[config.mk]
export PLATFORM = sky130hd
export DESIGN_NAME = linker_script_tokenizer_flat
export DESIGN_NICKNAME = d
export VERILOG_FILES = /design/src/lst_pkg.sv /design/src/lst_if.sv /design/src/lst_front.sv /design/src/lst_queue.sv /design/src/lst_back.sv /design/src/linker_script_tokenizer.sv /design/src/flat_wrapper.sv
export SDC_FILE = /design/constraint.sdc
export NUM_CORES = 1
export LEC_CHECK = 0
export BUFFER_PORTS_ARGS = -buffer_cell sky130_fd_sc_hd__buf_2
export CAP_MARGIN = 20
export CORE_MARGIN = 1.5
export CORE_UTILIZATION = 32
export CTS_CLUSTER_DIAMETER = 100
export DETAILED_ROUTE_END_ITERATION = 16
export GPL_TIMING_DRIVEN = 1
export PLACE_DENSITY = 0.46
export SLEW_MARGIN = 20
export SYNTH_ARGS = -nofsm -noshare
export SYNTH_HDL_FRONTEND = slang
export SYNTH_HIERARCHICAL = 1
export SYNTH_SLANG_ARGS = --single-unit
[constraint.sdc]
create_clock -name clk -period 32.2 [get_ports clk]
set_clock_uncertainty 0.2 [all_clocks]
set_input_delay 1.61 -clock clk [delete_from_list [all_inputs] [get_ports clk]]
set_output_delay 1.61 -clock clk [all_outputs]
set_load 0.01 [all_outputs]
[src/lst_pkg.sv]
// Shared types and constants of the linker script tokenizer.
package lst_pkg;

	localparam int MAX_KW_LEN_DEF = 8;
	localparam int MAX_RES        = 5;
	localparam int NUM_KW         = 14;

	// Token kinds.
	localparam logic [3:0] TK_COMMA    = 4'd0;
	localparam logic [3:0] TK_NEWLINE  = 4'd1;
	localparam logic [3:0] TK_NUMBER   = 4'd2;
	localparam logic [3:0] TK_STR_CHAR = 4'd3;
	localparam logic [3:0] TK_STR_END  = 4'd4;
	localparam logic [3:0] TK_SECTION  = 4'd5;
	localparam logic [3:0] TK_ORG      = 4'd6;
	localparam logic [3:0] TK_EOF      = 4'd12;
	localparam logic [3:0] TK_DIAG     = 4'd13;

	// Diagnostic codes.
	localparam logic [2:0] DG_DOUBLE_SEP = 3'd0;
	localparam logic [2:0] DG_TOO_LARGE  = 3'd1;
	localparam logic [2:0] DG_NO_DIGITS  = 3'd2;
	localparam logic [2:0] DG_TRAIL_SEP  = 3'd3;
	localparam logic [2:0] DG_UNTERM_STR = 3'd4;
	localparam logic [2:0] DG_BAD_ESCAPE = 3'd5;
	localparam logic [2:0] DG_UNKNOWN_KW = 3'd6;
	localparam logic [2:0] DG_UNEXPECTED = 3'd7;
	localparam logic [2:0] DG_NONE       = 3'd0;

	// Keyword names, right-aligned string literals, with their lengths.
	localparam logic [63:0] KW_NAME [NUM_KW] = '{
		64'("WRAM0"), 64'("VRAM"), 64'("ROMX"), 64'("ROM0"), 64'("HRAM"),
		64'("WRAMX"), 64'("SRAM"), 64'("OAM"), 64'("ORG"), 64'("FLOATING"),
		64'("INCLUDE"), 64'("ALIGN"), 64'("DS"), 64'("OPTIONAL")
	};
	localparam logic [3:0] KW_LEN [NUM_KW] = '{
		4'd5, 4'd4, 4'd4, 4'd4, 4'd4, 4'd5, 4'd4, 4'd3, 4'd3, 4'd8,
		4'd7, 4'd5, 4'd2, 4'd8
	};

	typedef struct packed {
		logic [3:0]  kind;
		logic [31:0] value;
		logic [2:0]  diag;
	} token_t;

	// All tokens caused by one input item.
	typedef struct packed {
		token_t [MAX_RES-1:0] tok;
		logic [2:0]           cnt;
	} bundle_t;

	// Status of the queue towards its neighbours.
	typedef struct packed {
		logic can_push;
		logic not_empty;
	} q_stat_t;

	// Appends one token to a bundle.
	function automatic bundle_t emit(bundle_t b, logic [3:0] k, logic [31:0] v,
		logic [2:0] d);
		bundle_t r;
		r = b;
		if (r.cnt < 3'(MAX_RES)) begin
			r.tok[r.cnt] = '{kind: k, value: v, diag: d};
			r.cnt = r.cnt + 3'd1;
		end
		return r;
	endfunction

endpackage

[src/lst_if.sv]
// Stream interfaces of the tokenizer: script bytes in, tokens out.
interface lst_in_if;
	logic       valid;
	logic       ready;
	logic [7:0] text_byte;
	logic       end_of_text;
	modport source (output valid, output text_byte, output end_of_text, input ready);
	modport sink (input valid, input text_byte, input end_of_text, output ready);
endinterface

interface lst_out_if;
	logic        valid;
	logic        ready;
	logic [3:0]  token_kind;
	logic [31:0] token_value;
	logic [2:0]  diag_code;
	logic        last_of_run;
	modport source (output valid, output token_kind, output token_value,
		output diag_code, output last_of_run, input ready);
	modport sink (input valid, input token_kind, input token_value,
		input diag_code, input last_of_run, output ready);
endinterface

[src/lst_front.sv]
// Lexer front end: classifies each byte and builds the tokens it causes.
module lst_front import lst_pkg::*; #(
	parameter int MAX_KEYWORD_LEN = MAX_KW_LEN_DEF
) (
	input  logic         clk,
	input  logic         arst_n,
	lst_in_if.sink       text_in,
	input  q_stat_t      q_stat,
	output logic         push,
	output bundle_t      push_data
);

	localparam int IW  = $clog2(MAX_KEYWORD_LEN);
	localparam int KLW = $clog2(MAX_KEYWORD_LEN + 2);

	typedef enum logic [8:0] {
		M_IDLE     = 9'b000000001,
		M_COMMENT  = 9'b000000010,
		M_SKIPLINE = 9'b000000100,
		M_ZERO     = 9'b000001000,
		M_NUMBER   = 9'b000010000,
		M_DISCARD  = 9'b000100000,
		M_STRING   = 9'b001000000,
		M_ESCAPE   = 9'b010000000,
		M_KEYWORD  = 9'b100000000
	} mode_t;

	localparam logic [7:0] CH_TAB   = 8'h09;
	localparam logic [7:0] CH_LF    = 8'h0A;
	localparam logic [7:0] CH_CR    = 8'h0D;
	localparam logic [7:0] CH_SPACE = 8'h20;

	// Radix codes.
	localparam logic [1:0] RX_DEC = 2'd0;
	localparam logic [1:0] RX_HEX = 2'd1;
	localparam logic [1:0] RX_OCT = 2'd2;
	localparam logic [1:0] RX_BIN = 2'd3;

	mode_t          mode_q, nx_mode;
	logic [31:0]    acc_q, nx_acc;
	logic [1:0]     radix_q, nx_radix;
	logic           seen_q, nx_seen;
	logic           sep_q, nx_sep;
	logic [KLW-1:0] klen_q, nx_klen;
	logic           prev_cr_q, nx_prev;
	logic [7:0]     kw_q [MAX_KEYWORD_LEN];

	logic           accept;
	logic [7:0]     c;
	logic           is_nl, is_letter, is_dec;
	logic [7:0]     c_upper;
	logic [1:0]     num_radix;
	logic [31:0]    num_acc;
	logic [4:0]     dval;
	logic           dig_ok;
	logic [35:0]    mac;
	logic           ovf;
	logic           kw_hit;
	logic [3:0]     kw_kind;
	logic [31:0]    kw_value;
	logic           kw_we;
	logic [IW-1:0]  kw_idx;
	logic           do_num, do_idle;
	logic [7:0]     esc_c;
	bundle_t        b;

	assign accept        = text_in.valid && text_in.ready;
	assign text_in.ready = q_stat.can_push;
	assign c             = text_in.text_byte;
	assign is_nl         = (c == CH_CR) || (c == CH_LF);
	assign is_dec        = (c >= "0") && (c <= "9");
	assign is_letter     = ((c >= "a") && (c <= "z")) || ((c >= "A") && (c <= "Z"));
	assign c_upper       = ((c >= "a") && (c <= "z")) ? (c - 8'd32) : c;

	// A number that leaves the zero prefix starts as decimal zero.
	assign num_radix = (mode_q == M_ZERO) ? RX_DEC : radix_q;
	assign num_acc   = (mode_q == M_ZERO) ? 32'd0 : acc_q;

	// Digit value of the byte and its check against the radix.
	always_comb begin
		dval = 5'd31;
		if (is_dec) begin
			dval = 5'(c - "0");
		end else if ((c >= "a") && (c <= "f")) begin
			dval = 5'(c - "a") + 5'd10;
		end else if ((c >= "A") && (c <= "F")) begin
			dval = 5'(c - "A") + 5'd10;
		end
		case (num_radix)
			RX_DEC:  dig_ok = dval < 5'd10;
			RX_HEX:  dig_ok = dval < 5'd16;
			RX_OCT:  dig_ok = dval < 5'd8;
			default: dig_ok = dval < 5'd2;
		endcase
	end

	// Shift-add of the accumulator; any bit from bit 32 upwards is an overflow.
	always_comb begin
		case (num_radix)
			RX_DEC:  mac = {num_acc, 3'b000} + {3'b000, num_acc, 1'b0};
			RX_HEX:  mac = {num_acc, 4'b0000};
			RX_OCT:  mac = {1'b0, num_acc, 3'b000};
			default: mac = {3'b000, num_acc, 1'b0};
		endcase
		mac = mac + {32'd0, dval[3:0]};
		ovf = mac[35:32] != 4'd0;
	end

	// Keyword lookup over the fourteen names, each compared independently.
	always_comb begin
		logic       ok;
		logic [2:0] pos;
		kw_hit   = 1'b0;
		kw_kind  = TK_DIAG;
		kw_value = 32'd0;
		for (int i = 0; i < NUM_KW; i++) begin
			ok = klen_q == KLW'(KW_LEN[i]);
			for (int j = 0; j < 8; j++) begin
				pos = 3'(KW_LEN[i] - 4'd1 - 4'(j));
				if ((4'(j) < KW_LEN[i]) && (kw_q[j] != KW_NAME[i][8*pos +: 8])) begin
					ok = 1'b0;
				end
			end
			if (ok && !kw_hit) begin
				kw_hit = 1'b1;
				if (i < 8) begin
					kw_kind  = TK_SECTION;
					kw_value = 32'(i);
				end else begin
					kw_kind  = TK_ORG + 4'(i - 8);
				end
			end
		end
	end

	// Escape translation inside strings.
	always_comb begin
		case (c)
			"n":     esc_c = CH_LF;
			"r":     esc_c = CH_CR;
			"t":     esc_c = CH_TAB;
			"0":     esc_c = 8'd0;
			default: esc_c = c;
		endcase
	end

	// Mode step, number step and idle step, in that order.
	always_comb begin
		nx_mode  = mode_q;
		nx_acc   = acc_q;
		nx_radix = radix_q;
		nx_seen  = seen_q;
		nx_sep   = sep_q;
		nx_klen  = klen_q;
		nx_prev  = 1'b0;
		b        = '0;
		do_num   = 1'b0;
		do_idle  = 1'b0;
		kw_we    = 1'b0;
		kw_idx   = klen_q[IW-1:0];
		if (text_in.end_of_text) begin
			case (mode_q)
				M_ZERO:   b = emit(b, TK_NUMBER, 32'd0, DG_NONE);
				M_NUMBER: begin
					if (!seen_q) b = emit(b, TK_DIAG, 32'd0, DG_NO_DIGITS);
					if (sep_q) b = emit(b, TK_DIAG, 32'd0, DG_TRAIL_SEP);
					b = emit(b, TK_NUMBER, acc_q, DG_NONE);
				end
				M_STRING, M_ESCAPE: begin
					b = emit(b, TK_DIAG, 32'd0, DG_UNTERM_STR);
					b = emit(b, TK_STR_END, 32'd0, DG_NONE);
				end
				M_KEYWORD: begin
					if (kw_hit) b = emit(b, kw_kind, kw_value, DG_NONE);
					else b = emit(b, TK_DIAG, 32'd0, DG_UNKNOWN_KW);
				end
				default: ;
			endcase
			b        = emit(b, TK_NEWLINE, 32'd0, DG_NONE);
			b        = emit(b, TK_EOF, 32'd0, DG_NONE);
			nx_mode  = M_IDLE;
			nx_acc   = 32'd0;
			nx_radix = RX_DEC;
			nx_seen  = 1'b0;
			nx_sep   = 1'b0;
			nx_klen  = '0;
		end else begin
			case (mode_q)
				M_COMMENT, M_SKIPLINE: do_idle = is_nl;
				M_ZERO: begin
					nx_mode = M_NUMBER;
					nx_acc  = 32'd0;
					nx_sep  = 1'b0;
					nx_seen = 1'b0;
					if ((c == "x") || (c == "X")) begin
						nx_radix = RX_HEX;
					end else if ((c == "o") || (c == "O")) begin
						nx_radix = RX_OCT;
					end else if ((c == "b") || (c == "B")) begin
						nx_radix = RX_BIN;
					end else begin
						nx_radix = RX_DEC;
						nx_seen  = 1'b1;
						do_num   = 1'b1;
					end
				end
				M_NUMBER:  do_num = 1'b1;
				M_DISCARD: do_idle = (c != "_") && !dig_ok;
				M_STRING: begin
					if (is_nl) begin
						b       = emit(b, TK_DIAG, 32'd0, DG_UNTERM_STR);
						b       = emit(b, TK_STR_END, 32'd0, DG_NONE);
						do_idle = 1'b1;
					end else if (c == "\"") begin
						b       = emit(b, TK_STR_END, 32'd0, DG_NONE);
						nx_mode = M_IDLE;
					end else if (c == "\\") begin
						nx_mode = M_ESCAPE;
					end else begin
						b = emit(b, TK_STR_CHAR, 32'(c), DG_NONE);
					end
				end
				M_ESCAPE: begin
					if (is_nl) begin
						b       = emit(b, TK_DIAG, 32'd0, DG_UNTERM_STR);
						b       = emit(b, TK_STR_END, 32'd0, DG_NONE);
						do_idle = 1'b1;
					end else begin
						nx_mode = M_STRING;
						if ((c != "n") && (c != "r") && (c != "t") && (c != "0") &&
							(c != "\\") && (c != "\"") && (c != "'")) begin
							b = emit(b, TK_DIAG, 32'(c), DG_BAD_ESCAPE);
						end
						b = emit(b, TK_STR_CHAR, 32'(esc_c), DG_NONE);
					end
				end
				M_KEYWORD: begin
					if (is_letter || is_dec) begin
						kw_we = klen_q < KLW'(MAX_KEYWORD_LEN);
						if (klen_q <= KLW'(MAX_KEYWORD_LEN)) nx_klen = klen_q + 1'b1;
					end else begin
						if (kw_hit) b = emit(b, kw_kind, kw_value, DG_NONE);
						else b = emit(b, TK_DIAG, 32'd0, DG_UNKNOWN_KW);
						do_idle = 1'b1;
					end
				end
				default: begin
					nx_mode = M_IDLE;
					do_idle = !(prev_cr_q && (c == CH_LF));
				end
			endcase

			// Digit, separator or end of a number.
			if (do_num) begin
				if (c == "_") begin
					if (nx_sep) b = emit(b, TK_DIAG, 32'd0, DG_DOUBLE_SEP);
					nx_sep = 1'b1;
				end else if (!dig_ok) begin
					if (!nx_seen) b = emit(b, TK_DIAG, 32'd0, DG_NO_DIGITS);
					if (nx_sep) b = emit(b, TK_DIAG, 32'd0, DG_TRAIL_SEP);
					b       = emit(b, TK_NUMBER, nx_acc, DG_NONE);
					do_idle = 1'b1;
				end else if (ovf) begin
					b       = emit(b, TK_DIAG, 32'd0, DG_TOO_LARGE);
					b       = emit(b, TK_NUMBER, 32'd0, DG_NONE);
					nx_mode = M_DISCARD;
				end else begin
					nx_acc  = mac[31:0];
					nx_seen = 1'b1;
					nx_sep  = 1'b0;
				end
			end

			// Byte seen between tokens.
			if (do_idle) begin
				nx_mode = M_IDLE;
				if ((c == CH_SPACE) || (c == CH_TAB)) begin
					nx_mode = M_IDLE;
				end else if (c == ";") begin
					nx_mode = M_COMMENT;
				end else if (c == ",") begin
					b = emit(b, TK_COMMA, 32'd0, DG_NONE);
				end else if (is_nl) begin
					b       = emit(b, TK_NEWLINE, 32'd0, DG_NONE);
					nx_prev = c == CH_CR;
				end else if (c == "\"") begin
					nx_mode = M_STRING;
				end else if ((c == "$") || (c == "%") || (c == "&")) begin
					nx_mode  = M_NUMBER;
					nx_radix = (c == "$") ? RX_HEX : ((c == "%") ? RX_BIN : RX_OCT);
					nx_acc   = 32'd0;
					nx_seen  = 1'b0;
					nx_sep   = 1'b0;
				end else if (c == "0") begin
					nx_mode = M_ZERO;
				end else if (is_dec) begin
					nx_mode  = M_NUMBER;
					nx_radix = RX_DEC;
					nx_acc   = 32'(c - "0");
					nx_seen  = 1'b1;
					nx_sep   = 1'b0;
				end else if (is_letter) begin
					nx_mode = M_KEYWORD;
					kw_we   = 1'b1;
					kw_idx  = '0;
					nx_klen = KLW'(1);
				end else begin
					b       = emit(b, TK_DIAG, 32'(c), DG_UNEXPECTED);
					nx_mode = M_SKIPLINE;
				end
			end
		end
	end

	assign push      = accept && (b.cnt != 3'd0);
	assign push_data = b;

	// Lexer state.
	always_ff @(posedge clk or negedge arst_n) begin
		if (!arst_n) begin
			mode_q    <= M_IDLE;
			acc_q     <= 32'd0;
			radix_q   <= RX_DEC;
			seen_q    <= 1'b0;
			sep_q     <= 1'b0;
			klen_q    <= '0;
			prev_cr_q <= 1'b0;
		end else if (accept) begin
			mode_q    <= nx_mode;
			acc_q     <= nx_acc;
			radix_q   <= nx_radix;
			seen_q    <= nx_seen;
			sep_q     <= nx_sep;
			klen_q    <= nx_klen;
			prev_cr_q <= nx_prev;
		end
	end

	// Keyword characters, upper case.
	always_ff @(posedge clk) begin
		if (accept && kw_we) begin
			kw_q[kw_idx] <= c_upper;
		end
	end

endmodule

[src/lst_queue.sv]
// Two-entry queue of token bundles between the lexer and the serialiser.
module lst_queue import lst_pkg::*; (
	input  logic    clk,
	input  logic    arst_n,
	input  logic    push,
	input  bundle_t push_data,
	input  logic    pop,
	output bundle_t head,
	output q_stat_t q_stat
);

	bundle_t    mem_q [2];
	logic       wr_q, rd_q;
	logic [1:0] count_q;

	assign head             = mem_q[rd_q];
	assign q_stat.not_empty = count_q != 2'd0;
	assign q_stat.can_push  = (count_q != 2'd2) || pop;

	// Entry storage.
	always_ff @(posedge clk) begin
		if (push) begin
			mem_q[wr_q] <= push_data;
		end
	end

	// Pointers and fill level.
	always_ff @(posedge clk or negedge arst_n) begin
		if (!arst_n) begin
			wr_q    <= 1'b0;
			rd_q    <= 1'b0;
			count_q <= 2'd0;
		end else begin
			if (push) wr_q <= !wr_q;
			if (pop) rd_q <= !rd_q;
			count_q <= count_q + 2'(push) - 2'(pop);
		end
	end

endmodule

[src/lst_back.sv]
// Serialiser: sends the tokens of the head bundle one transfer at a time.
module lst_back import lst_pkg::*; (
	input  logic    clk,
	input  logic    arst_n,
	input  bundle_t head,
	input  q_stat_t q_stat,
	output logic    pop,
	lst_out_if.source token_out
);

	logic [2:0] idx_q;
	logic       last;
	token_t     cur;

	assign cur   = head.tok[idx_q];
	assign last  = idx_q == (head.cnt - 3'd1);
	assign pop   = token_out.valid && token_out.ready && last;

	assign token_out.valid       = q_stat.not_empty;
	assign token_out.token_kind  = cur.kind;
	assign token_out.token_value = cur.value;
	assign token_out.diag_code   = cur.diag;
	assign token_out.last_of_run = last;

	// Position within the head bundle.
	always_ff @(posedge clk or negedge arst_n) begin
		if (!arst_n) begin
			idx_q <= 3'd0;
		end else if (token_out.valid && token_out.ready) begin
			idx_q <= last ? 3'd0 : idx_q + 3'd1;
		end
	end

endmodule

[src/linker_script_tokenizer.sv]
// Linker script tokenizer: one script byte in, zero to five tokens out.
// The tokens of a byte are registered in the bundle queue before they are offered.
// Throughput: one byte per cycle while each byte yields at most one token and
// token_out is ready; a byte with more tokens holds the single output port until
// all are sent, and the two-entry bundle queue sets how far the lexer may run ahead.
// Reset: arst_n clears lexer state and empties the queue at once.
module linker_script_tokenizer import lst_pkg::*; #(
	parameter int MAX_KEYWORD_LEN = MAX_KW_LEN_DEF
) (
	input logic       clk,
	input logic       arst_n,
	lst_in_if.sink    text_in,
	lst_out_if.source token_out
);

	logic    push, pop;
	bundle_t push_data, head;
	q_stat_t q_stat;

	lst_front #(.MAX_KEYWORD_LEN(MAX_KEYWORD_LEN)) u_front (
		.clk       (clk),
		.arst_n    (arst_n),
		.text_in   (text_in),
		.q_stat    (q_stat),
		.push      (push),
		.push_data (push_data)
	);

	lst_queue u_queue (
		.clk       (clk),
		.arst_n    (arst_n),
		.push      (push),
		.push_data (push_data),
		.pop       (pop),
		.head      (head),
		.q_stat    (q_stat)
	);

	lst_back u_back (
		.clk       (clk),
		.arst_n    (arst_n),
		.head      (head),
		.q_stat    (q_stat),
		.pop       (pop),
		.token_out (token_out)
	);

endmodule

[src/flat_wrapper.sv]
// flat-port wrapper written by rule: the top's interface ports become plain ports
module linker_script_tokenizer_flat import lst_pkg::*;
#(
	parameter int MAX_KEYWORD_LEN = MAX_KW_LEN_DEF
)
  (clk, arst_n, text_in_valid, text_in_text_byte, text_in_end_of_text, text_in_ready, token_out_valid, token_out_token_kind, token_out_token_value, token_out_diag_code, token_out_last_of_run, token_out_ready);
  lst_in_if text_in_i ();
  lst_out_if token_out_i ();
  input logic clk;
  input logic arst_n;
  input wire logic [$bits(text_in_i.valid)-1:0] text_in_valid;
  input wire logic [$bits(text_in_i.text_byte)-1:0] text_in_text_byte;
  input wire logic [$bits(text_in_i.end_of_text)-1:0] text_in_end_of_text;
  output wire logic [$bits(text_in_i.ready)-1:0] text_in_ready;
  output wire logic [$bits(token_out_i.valid)-1:0] token_out_valid;
  output wire logic [$bits(token_out_i.token_kind)-1:0] token_out_token_kind;
  output wire logic [$bits(token_out_i.token_value)-1:0] token_out_token_value;
  output wire logic [$bits(token_out_i.diag_code)-1:0] token_out_diag_code;
  output wire logic [$bits(token_out_i.last_of_run)-1:0] token_out_last_of_run;
  input wire logic [$bits(token_out_i.ready)-1:0] token_out_ready;
  assign text_in_i.valid = text_in_valid;
  assign text_in_i.text_byte = text_in_text_byte;
  assign text_in_i.end_of_text = text_in_end_of_text;
  assign text_in_ready = text_in_i.ready;
  assign token_out_valid = token_out_i.valid;
  assign token_out_token_kind = token_out_i.token_kind;
  assign token_out_token_value = token_out_i.token_value;
  assign token_out_diag_code = token_out_i.diag_code;
  assign token_out_last_of_run = token_out_i.last_of_run;
  assign token_out_i.ready = token_out_ready;
  linker_script_tokenizer #(.MAX_KEYWORD_LEN(MAX_KEYWORD_LEN)) u_core (.clk(clk), .arst_n(arst_n), .text_in(text_in_i), .token_out(token_out_i));
endmodule
After elaboration in Yosys (flattened, before gate mapping)
Memory sizes are Yosys's and may differ from the RTL's.
Index checks and enable logic that the tools add are counted.

word-level totals
  register bits after elaboration = 57
  memories = 2
  logic and storage cells = 659
  input port bits = 13
  RAM bits = 460

operators by class
  mux-type cells = 355
  order comparisons = 54
  eq/ne operators = 93
  reductions and logical operators = 79
  bitwise gates (word level) = 38
  $add $sub $neg = 27

memory list
  memory                depth  width  rd ports  clocked after Yosys merged registers in  wr ports  RTL line         source
  u_core.u_queue.mem_q  2      198    1         0                                        1         lst_queue.sv:12  bundle_t mem_q [2];
  u_core.u_front.kw_q   8      8      8         0                                        1         lst_front.sv:46  logic [7:0] kw_q [MAX_KEYWORD_LEN];

operator list
  cell                                           count
  two-way mux 198 bit                            63
  demux 39 bit (select 3 bit)                    13
  inverter 190 bit                               6
  one-hot mux 198 bit (4 select lines)           1
  bitwise mux 195 bit                            4
  one-hot mux 198 bit (3 select lines)           1
  two-way mux 32 bit                             18
  AND 190 bit                                    3
  AND 38 x 190 -> 190 bit                        3
  two-way mux 39 bit                             14
  two-way mux 42 bit                             10
  != test 8 x 7 -> 1 bit, second input constant  48
  AND 175 bit                                    2
  inverter 175 bit                               2
  AND 170 bit                                    2
  inverter 170 bit                               2
  AND 195 bit                                    1
  inverter 195 bit                               1
  AND 185 bit                                    1
  inverter 185 bit                               1
  AND 180 bit                                    1
  inverter 180 bit                               1
  two-way mux 9 bit                              19
  two-way mux 1 bit                              139
  72 further kinds                               290

Depth between registers and ports, before layout
An unclocked memory read counts as a cell.

  depth after elaboration = 106
  depth in mapped cells = 37
  depth with buffers taken out = 29

Modules after synthesis
Netlist, hierarchy kept.

by module, submodules not included
  module     cells each  instances  area an instance (um^2)
  lst_front  2190        1          15683.8
  lst_queue  631         1          14895.5
  lst_back   199         1          1754.2

Least setup slack after synthesis
Ideal clock, no wire load.

  path type = input-to-reg
  from = input text_in_text_byte[1]
  to = memory u_core/u_queue/mem_q[0][0] in the netlist's numbering, enable pin
  data arrival time = 17.013 ns
  setup time = 0.783 ns
  cell stages on the path = 29
  buffers on the path = 3
  setup slack = 14.204 ns
  path through = clkbuf_1 inv_1 ha_1 or4b_2 a311oi_1 a211oi_1 nor4_1 a21o_1 buf_1 ha_1 mux2i_1 ha_1 mux2i_1 inv_2 ha_1 a22o_1 nand3_1 nand2_1 o31a_2 a21oi_2 buf_4 inv_1 ha_1 and3_1 nand3_1 nand4_1 a2bb2oi_1 a41oi_1 nor2b_1

on the way
  longest elaborated chain between the ends = 53
  elaborated cells between the ends (all ways) = 157
  those cells by class = add/sub: 12; order compare: 18; eq/ne: 27; mux: 73; reduce/logical: 27

ends and longest elaborated chain
  element                                                            RTL line                       source
  start, declared                                                    flat_wrapper.sv:12             input wire logic [$bits(text_in_i.text_byte)-1:0] text_in_text_byte;
  != test 8 x 7 -> 1 bit                                             lst_front.sv:230               if ((c != "n") && (c != "r") && (c != "t") && (c != "0") &&
  logical AND 1 bit (4 in a row)                                     lst_front.sv:230
  logical AND 1 bit (2 in a row)                                     lst_front.sv:231               (c != "\\") && (c != "\"") && (c != "'")) begin
  two-way mux 42 bit                                                 lst_front.sv:230
  two-way mux 198 bit                                                lst_front.sv:224               if (is_nl) begin
  two-way mux 198 bit                                                lst_front.sv:188               case (mode_q)
  two-way mux 198 bit                                                lst_front.sv:161               if (text_in.end_of_text) begin
  adder 3 x 1 -> 3 bit / < comparator 3 bit (equally long branches)  lst_pkg.sv:66, lst_pkg.sv:64
  (+34 left out)                                                     -
  two-way mux 198 bit                                                lst_front.sv:277               if ((c == CH_SPACE) || (c == CH_TAB)) begin
  two-way mux 198 bit (*)                                            lst_front.sv:275               if (do_idle) begin
  two-way mux 198 bit (*)                                            lst_front.sv:161
  nonzero test 3 bit (*)                                             lst_front.sv:315               assign push = accept && (b.cnt != 3'd0);
  logical AND 1 bit (*)                                              lst_front.sv:315
  named net u_core.push                                              linker_script_tokenizer.sv:16  logic push, pop;
  two-way mux 1 bit (*)                                              lst_queue.sv:22                if (push) begin
  two-way mux 1 bit (implied by the code) (*)                        lst_queue.sv:23                mem_q[wr_q] <= push_data;
  end, declared                                                      lst_queue.sv:12

The timed path passes the listed nets; every way through them passes the cells marked *. The select of a mux whose other input is x is not followed.

Final worst setup path
  from = input text_in_text_byte[1]
  to = memory u_core/u_queue/mem_q[0][105] in the netlist's numbering, enable pin

Same word-level chain as after synthesis.

==> run summary <==
Status -> complete, no violations
Num rows -> 116
Worst hold margin -> 0.3423 ns
CTS Hold Bufs -> 0
Fillers -> 9,893
Final period util -> 34.98%
CTS Buf Count -> 61
DIE AREA -> 103,000 sq um
P per Cell Area -> 69.58 nW/um^2
#FFs+latches synth -> 517
Crit-path slowest cell -> nor2b_4
Critical path depth -> 30
Area delta synth->final -> 10.66%
Hold-critical path endpoint -> u_core/u_front/prev_cr_q$_DFFE_PN0P_
Final hold violation count -> 0
Crit Reg-Reg Endpoint -> u_core/u_queue/mem_q[0][105]$_DFFE_PP_
IO Pins -> 55
CTS Root Buffer Type -> clkbuf_16
Relative slew slack -> 15.92%
Worst path top cell family by delay -> compound AO/OA/AOI/OAI gates
Most common cell after layout, fill and taps aside -> edfxtp_1
Worst setup EP type -> register
Overall routing resource usage -> 21.61%
PortBufs -> 54
Via/cell ratio -> 5.807
Crit path DAT -> 11.35 ns
Warnings, synthesis -> 6
Most used cells in the layout excluding fill and tap cells -> 460 x edfxtp_1, 288 x nand2_1, 244 x nor2_1
Largest net degree at the start of global routing -> 170
Crit Path Class -> in -> reg
Routed wire per std cell -> 26.28 um
Pleak -> 12.71 nW
First-pass GRT wire length -> 167.3 mm
Worst hold path class -> reg -> reg
Worst-path clk slew -> 0.06 ns
Fraction of registers with async set/reset -> 11.03%
Reg-to-Reg Start -> u_core/u_front/mode_q[7]$_DFFE_PN0P_
R2R Setup Slk -> 21.07 ns
Postcts setup bufs -> 0
Dpl hpwl -> 78.85 mm
Router iterations before antenna repair -> 8
Max-cap violation count -> 0
CTS H-Tree Depth -> 2
Count of pins over their slew limit -> 0
Ys flop type -> edfxtp_1
Crit Path Max Fanout -> 169
Fmax -> 88.78 MHz
Die Wd -> 320.9 um
Worst Min Path Start -> u_core/u_front/prev_cr_q$_DFFE_PN0P_
DIE HEIGHT -> 320.9 um
CTS tree -> done
CP Data Required Time -> 32.29 ns
Netlist cell types -> 119
Number of global-route vias before repair -> 24,454
Clock Latency Late Sink -> 0.67 ns
Gr ovfl total -> 0
Sequential area share after synthesis -> 47.14%
Cells after Synth -> 3,020
Most frequent CP cell -> ha_1
Final setup viols -> 0
Min cycle time layout -> 11.26 ns
RSZ-0062 raised after global routing -> false
# clock sinks -> 517
Slew @ Worst Pin -> 1.261 ns
CP Buf/Inv Count -> 7
DRT antenna net count -> 0
Initial antenna violation count -> 7
Syn Area/Cell -> 10.71 sq um
CP Launch Type -> input pin
EDFF count, synth -> 460
Starting Density -> 32.29%
WL final -> 114.0 mm
Mapped cell area -> 32,330 sq um
Register Area -> 15,250 sq um
Layout cells sized above 1 -> 18.02%
Area of the multi-input gates -> 15,690 sq um
Final #Nets -> 3,059
Crit-path max cell delay -> 0.88 ns
Reg2reg path depth -> 26
Setup_tns -> 0 ns
WHS Path Cells -> 2
Vias post-DR -> 25,178
Mapped Nets -> 3,093
GPL Wtd Cong -> 0.9389
Total core area -> 100,100 sq um
Peak VDD IR -> 0.04961 mV
# resized after CTS -> 0
Clock Path Buffers -> 3
Post-route DRC -> 0
Iter 0 DRT Violations -> 2,672
cell families (layout without fill, tap and decap cells):
| logic type | after synthesis | count (layout) | synth area share, % |
|---|---|---|---|
| muxes | 266 | 266 | 11.70 |
| adders and majority gates | 64 | 64 | 2.492 |
| other | 0 | 2 | 0 |
| AOI/OAI and AO/OA | 730 | 730 | 15.41 |
| xor gates and xnor gates | 60 | 60 | 1.741 |
| and+or+nand+nor | 1060 | 1060 | 16.90 |
| buffers and inverters | 323 | 339 | 4.620 |
| DFF | 517 | 517 | 47.14 |
cell usage after synthesis, drive strengths merged (22+ instances only):
library cell  number  area share, %
xnor2             34           0.94
buf               79            1.8
ha                58            2.2
a21oi            152            2.4
nand3             64            1.0
a21o              23           0.53
a31oi             40           0.77
mux2             205            8.3
o21ai            185            2.9
a211oi            29           0.67
and3              41           0.79
inv              105            1.2
mux4              39            2.7
nor2             251            3.1
nand4             34           0.70
nor3              75            1.3
mux2i             22           0.68
clkbuf           135            1.6
a221o             33            1.0
nor2b             79            1.5
and2              53            1.0
dfrtp             56            4.3
edfxtp           460             43
o31ai             28           0.65
nand2b            33           0.64
xor2              24           0.65
nand2            289            3.4
worst min-delay path, delay by kind of cell, from the launching register on:
| family | cells | cell delay (ns) |
|---|---|---|
| simple gates | 1 | 0.06 |
| flops | 1 | 0.38 |
| compound gates | 1 | 0.06 |
routing by layer:
metal	GRT usage [%]	vias up	routed length, um
met5	0	-	65
met4	5.577	10	2753
met3	2.909	157	6871
met2	33.60	946	51190
met1	31.53	12716	53090
li1	-	11349	-
worst max path at each step:
stage | endpoint | start
after floorplan | u_core/u_queue/mem_q[0][0]$_DFFE_PP_ | text_in_text_byte[1]
after global placement | u_core/u_queue/mem_q[0][60]$_DFFE_PP_ | text_in_text_byte[1]
after detailed placement | u_core/u_queue/mem_q[0][60]$_DFFE_PP_ | text_in_text_byte[4]
after CTS | u_core/u_queue/mem_q[0][73]$_DFFE_PP_ | text_in_text_byte[4]
after global routing | u_core/u_queue/mem_q[0][100]$_DFFE_PP_ | text_in_text_byte[4]
final | u_core/u_queue/mem_q[0][105]$_DFFE_PP_ | text_in_text_byte[1]
layout make-up:
| cell class | count | area share (%) |
|---|---|---|
| Inverter | 109 | 1.143 |
| Tap cell | 1298 | 4.539 |
| Clock buffer | 76 | 4.423 |
| Antenna cell | 2 | 0.01399 |
| Timing Repair Buffer | 117 | 2.154 |
| Sequential cell | 517 | 42.63 |
| Clock inverter | 37 | 1.259 |
| Multi-Input combinational cell | 2180 | 43.84 |
sequential cells by signal, indices dropped and copies added (netlist names):
| register | flops |
|---|---|
| u_core/u_front/sep_q | 1 |
| u_core/u_queue/mem_q | 396 |
| u_core/u_front/mode_q | 9 |
| u_core/u_front/prev_cr_q | 1 |
| u_core/u_front/radix_q | 2 |
| u_core/u_front/kw_q | 64 |
| u_core/u_back/idx_q | 3 |
| u_core/u_front/acc_q | 32 |
| u_core/u_queue/wr_q | 1 |
| u_core/u_front/klen_q | 4 |
| u_core/u_front/seen_q | 1 |
| u_core/u_queue/rd_q | 1 |
| u_core/u_queue/count_q | 2 |
power by group:
part	total [mW]	internal [mW]	leakage, nW	switching [mW]
clock	0.695	0.407	0.980	0.288
combinational	0.859	0.369	6.62	0.491
sequential	0.935	0.873	5.10	0.0620
stage by stage:
step / setup slack (ns) / area (sq um) / instances / power, mW / util [%]
after floorplan: 14.20 / 32330 / 3020 / 1.581 / -
after global placement: 20.68 / 33740 / 4221 / 1.811 / 33.69
after detailed placement: 20.49 / 33740 / 4221 / 1.818 / 33.69
after CTS: 21.18 / 35780 / 4334 / 2.523 / 35.72
after global routing: 20.24 / 35780 / 4334 / 2.613 / 35.72
final: 20.94 / 35780 / 4336 / 2.490 / 35.73
Power figures use the tool's default switching activity.
